--- src/design/modular_exponentiation_core_macros.svh ---
// Assertion macros shared by the modular exponentiation RTL.
// Used by files that check their own control logic; needs clk and rst in scope.
`ifndef MODULAR_EXPONENTIATION_CORE_MACROS_SVH
`define MODULAR_EXPONENTIATION_CORE_MACROS_SVH

// Same-cycle implication, disabled during reset.
`define MEXP_ASSERT_NOW(label, ante, cons) \
  label: assert property (@(posedge clk) disable iff (rst) (ante) |-> (cons)) \
    else $error("modexp assertion failed");

// Next-cycle implication, disabled during reset.
`define MEXP_ASSERT_NEXT(label, ante, cons) \
  label: assert property (@(posedge clk) disable iff (rst) (ante) |=> (cons)) \
    else $error("modexp assertion failed");

`endif

--- src/design/mexp_pkg.sv ---
// Package for the modular exponentiation core: widths, register indexes,
// the ring slot type and the modular add helper. No dependencies.
package mexp_pkg;

  localparam int KEY_WIDTH = 64;
  localparam int PASS_LAST = 2 * KEY_WIDTH;
  localparam int PASS_W    = $clog2(PASS_LAST + 1);
  localparam int IDX_W     = $clog2(KEY_WIDTH);
  localparam int IO_W      = 64;
  localparam int CFG_IDX_W = 2;

  localparam logic [CFG_IDX_W-1:0] REG_EXPONENT = CFG_IDX_W'(0);
  localparam logic [CFG_IDX_W-1:0] REG_MODULUS  = CFG_IDX_W'(1);

  localparam logic [KEY_WIDTH-1:0] EXPONENT_RESET = KEY_WIDTH'(65537);
  localparam logic [KEY_WIDTH-1:0] MODULUS_RESET  = KEY_WIDTH'(3);

  typedef logic [KEY_WIDTH-1:0] word_t;

  // One item in flight: the pass it is in and the operands of that pass.
  typedef struct packed {
    logic              valid;
    logic [PASS_W-1:0] pass;
    word_t             base;
    word_t             a;
    word_t             b;
    word_t             acc;
  } mexp_slot_t;

  // (x + y) mod m for x and y both below m.
  function automatic word_t add_mod(word_t x, word_t y, word_t m);
    word_t room;
    room = m - y;
    if (x >= room) begin
      return x - room;
    end
    return x + y;
  endfunction

endpackage

--- src/design/mexp_cell.sv ---
// One cell of the multiplier ring: a single double-and-add step of a*b mod m.
// Depends on mexp_pkg.
module mexp_cell (
  input  logic                clk,
  input  logic                rst,
  input  logic                en,
  input  mexp_pkg::word_t     modulus,
  input  mexp_pkg::mexp_slot_t slot_in,
  output mexp_pkg::mexp_slot_t slot_out
);
  import mexp_pkg::*;

  mexp_slot_t slot_next;
  word_t      dbl;

  // Double the accumulator, add a when the top bit of b is set, then shift b.
  always_comb begin
    slot_next = slot_in;
    dbl = add_mod(slot_in.acc, slot_in.acc, modulus);
    if (slot_in.b[KEY_WIDTH-1]) begin
      slot_next.acc = add_mod(dbl, slot_in.a, modulus);
    end else begin
      slot_next.acc = dbl;
    end
    slot_next.b = {slot_in.b[KEY_WIDTH-2:0], 1'b0};
  end

  // Payload needs no reset; only the valid flag is cleared.
  always_ff @(posedge clk) begin
    if (rst) begin
      slot_out.valid <= 1'b0;
    end else if (en) begin
      slot_out <= slot_next;
    end
  end

endmodule

--- config.mk ---
export PLATFORM = sky130hd
export DESIGN_NAME = mexp_cell
export DESIGN_NICKNAME = d
export VERILOG_FILES = /design/src/design/modular_exponentiation_core_macros.svh /design/src/design/mexp_pkg.sv /design/src/design/mexp_cell.sv
export SDC_FILE = /design/constraint.sdc
export NUM_CORES = 1
export LEC_CHECK = 0
export BUFFER_PORTS_ARGS = -buffer_cell sky130_fd_sc_hd__buf_2
export CELL_PAD_IN_SITES_DETAIL_PLACEMENT = 1
export CELL_PAD_IN_SITES_GLOBAL_PLACEMENT = 1
export CORE_ASPECT_RATIO = 1.1
export CORE_MARGIN = 5
export CORE_UTILIZATION = 40
export CTS_CLUSTER_SIZE = 30
export DETAILED_ROUTE_END_ITERATION = 10
export PLACE_DENSITY_LB_ADDON = 0.1
export SLEW_MARGIN = 5
export SYNTH_ARGS = -nofsm -noshare
export SYNTH_HDL_FRONTEND = slang
export SYNTH_SLANG_ARGS = --single-unit
--- constraint.sdc ---
create_clock -name clk -period 22.4 [get_ports clk]
set_input_delay 1.12 -clock clk [delete_from_list [all_inputs] [get_ports clk]]
set_output_delay 1.12 -clock clk [all_outputs]
set_load 0.02 [all_outputs]
==> summary.txt <==
STA
  • Skew final: 0 ps
  • Final critical path time including I/O delays and setup: ~14,000 ps
  • Slew Viols, Final: 0
  • Setup ws final: between 8000 and 9000 ps
  • Hold Vio Cnt, Final: 0
  • Final setup fails: 0
  • Period utilization: a little over three fifths
  • F_max: just over 0.07 GHz
  • TNS Setup: 0 ps
  • Worst slew pin tran: ~1100 ps
  • Unrepaired setup endpoints after global routing: no
  • Slew HR: between 20% and 30%

Clock tree
  • CTS max path bufs: 3
  • Total CTS buffers: 35
  • Clock transition at path regs: about 60 ps
  • Post-CTS Setup Repair Bufs: 0
  • Worst-Skew Late Latency: approximately 560 ps
  • Post-CTS Hold Fix Bufs: 0
  • Post-cts sizing count: 0
  • CTS sink cnt: roughly 260
  • CTS Root Cell: clkbuf_16
  • CTS H-tree depth: 2
  • CTS tree: built

Yosys
  • Synth Flop Type: edfxtp_1
  • Post-synth EDFFs: 263
  • Synth area leader: edfxtp_1
  • Sequential area share after synthesis: 28.1%
  • Post-synth ARST share: 0%
  • FF+latch count, synth: 264
  • Synth top area share: between 20% and 30%
  • Mapped Nets: around 4,000
  • Ys Warns: 0
  • Syn Area/Cell: around 8.3 um^2
  • Largest cells by area after synthesis: edfxtp_1 (28%), ha_1 (13%), a21oi_1 (7.7%)
  • Synth unique cells: ~110
  • Netlist Area Pre-Place: ~28,000 um^2
  • Syn Inst Count: 3,373

Setup path
  • Critical-path maximum fanout: 93
  • Critical Path RT: 22,710 ps
  • Slowest CP cell: buf_4
  • WS Path Type: input port to flip-flop
  • Worst stage delay on the critical path: about 870 ps
  • CP arrival: 14,460 ps
  • CP endpoint kind: flip-flop
  • Worst setup SP type: input port
  • Most numerous cell on the critical path: o21ai_1

Status
  • Outcome: complete, no violations

Drt
  • Routed wire per std cell: 24.4 um
  • Via Count: 28,186
  • DRC: 0
  • Antenna Nets Post-Route: 0
  • Met3 WL post-DR: approximately 4.8 mm
  • DR iter-0 viols: roughly 1,700
  • Max Used Layer: met5
  • Met1 wire length: 47.7 mm
  • Met2 wire len: between 60 and 70 mm
  • Drt total wl: approximately 120 mm
  • Drt pass-1 iters: 5
  • Vias per cell: between 5 and 6

Power
  • Combinational fraction of design power: between 60% and 70%
  • Switching share of power: between 50% and 60%
  • Leakage power: about 15 nW
  • Switch Pwr: between 1.5 and 2 mW
  • Sequential power share: ~18%
  • Pwr Density: roughly 110 nW/um^2
  • Clk pwr share: roughly 15%
  • P_int: between 1.5 and 2 mW
  • Worst vdd rail ir drop: around 0.07 mV

Die
  • I/O Pins: between 500 and 600
  • Die area: between 70,000 and 80,000 um^2
  • Die Ht: approximately 290 um
  • Chip Width: ~260 um
  • Initial core utilization: 40.2%
  • Core outline area: around 70,000 um^2
  • Site Rows: 102

Place
  • Final HPWL DP: slightly below 100 mm
  • Place WS: approximately 7800 ps
  • RD Place Congestion: ~0.95
  • IO buf count: 595

GRT
  • Total gr overflow: 0
  • First-pass GRT wire length: ~180 mm
  • Largest net degree at the start of global routing: 169
  • Vias in the first global route: roughly 29,000
  • GRT Resource Usage Total: approximately 30%
  • Initial antenna violation count: 9

Final layout
  • Fillers: ~8,600
  • Area of the multi-input gates: approximately 19,000 um^2
  • Layout area overhead: 17.7%
  • Max FFs per register: between 200 and 300
  • Layout cells sized above 1: around 18%
  • Nets: ~4,500
  • Storage cell area: 7920 um^2
  • Core Util, Final: 47.3%
  • Biggest register: slot_out
  • Regs by FF count: slot_out: 264 flops

Worst hold path
  • Hold Crit Class: flip-flop to flip-flop

Job
  • Max-cap violations: 0
==> final timing paths <==
| kind | slack [ps] | from | depth (start not counted) | end |
|---|---|---|---|---|
| hold reg to reg | 510 | slot_out[264] | 2 | slot_out[264] |
| hold / removal | 510 | slot_out[264] | 2 | slot_out[264] |
| setup reg to reg | 21820 | slot_out[264] | 2 | slot_out[264] |
| setup / recovery | 8240 | slot_in[2] | 46 | slot_out[9] |
==> power by group through the flow <==
stage	logic, mW	registers, mW	clock network [mW]
final	2.56	0.669	0.579
after global routing	2.77	0.671	0.618
after CTS	2.53	0.669	0.593
after detailed placement	2.51	0.677	0
after global placement	2.50	0.677	0
after floorplan	1.75	0.740	0
==> cells in the mapped netlist, types with 53 or more instances <==
cell type and count:
a21oi_1 432, ha_1 298, nor2_1 275, edfxtp_1 263, nand2_1 254, inv_1 227
o21ai_0 199, xnor2_1 195, a21o_1 175, xor2_1 107, nand3_1 85, clkbuf_1 73
nand4_1 67, o21bai_1 53
==> cell usage in the layout (no fill, tap or decap), types with 9 or more instances in the layout <==
cell type	count
buf_2	594
a21oi_1	432
ha_1	298
nor2_1	274
edfxtp_1	263
nand2_1	254
inv_1	227
o21ai_0	199
xnor2_1	195
a21o_1	175
xor2_1	107
nand3_1	85
nand4_1	67
o21bai_1	53
nor2b_1	46
nand2b_1	45
nor3_1	43
clkbuf_16	35
a31oi_1	34
o31ai_1	33
a211oi_1	31
o21a_1	29
and3_1	27
and2_1	20
o21ai_1	19
o211ai_1	19
a21boi_0	18
or3_1	17
a211o_1	14
a221oi_1	13
and4_1	13
nor4_1	12
clkinv_1	12
mux2i_1	12
maj3_1	12
buf_4	12
o22ai_1	11
a31o_2	10
o221ai_1	9
==> critical path, delay by kind of cell <==
kind                       cells  cell delay (ps)
buffers and inverters          4             1410
AOI/OAI and AO/OA             24             7660
adders and majority gates      4             1480
and+or+nand+nor               12             2380
xor gates and xnor gates       2              250
==> logic make-up (layout without fill, tap and decap cells) <==
family,count (synthesis),in the layout,synth area share [%]
buf+inv,334,899,4.66
flops,264,264,28.1
fa+ha+maj,315,315,14.0
compound gates,1201,1201,27.3
xor+xnor,302,302,9.40
mux,16,16,0.587
other cells,1,6,0.0133
simple gates,940,940,16.0
==> layout make-up <==
cell class,instances,area share (%)
diodes,5,0.0378
clock buffers,38,2.68
clock inverters,25,0.770
inverters,229,2.59
multi-input cells,2775,57.2
flip-flops and latches,264,23.9
well taps,936,3.53
repair buffers,607,9.30
==> through the flow <==
step,instances,power [mW],area [um^2],hold WS [ps]
final,4879,3.81,33100,508
after global routing,4877,4.06,33100,555
after CTS,4874,3.80,33100,504
after detailed placement,4811,3.19,32000,490
after global placement,4811,3.18,32000,481
after floorplan,3373,2.49,28100,579
==> layer usage <==
metal | GRT usage, % | up-vias
met4 | 11.5 | 2
met2 | 55.4 | 759
met1 | 34.3 | 13680
met5 | 0 | -
li1 | - | 13564
met3 | 3.63 | 181
No activity file was read; power rests on OpenSTA's default activity.
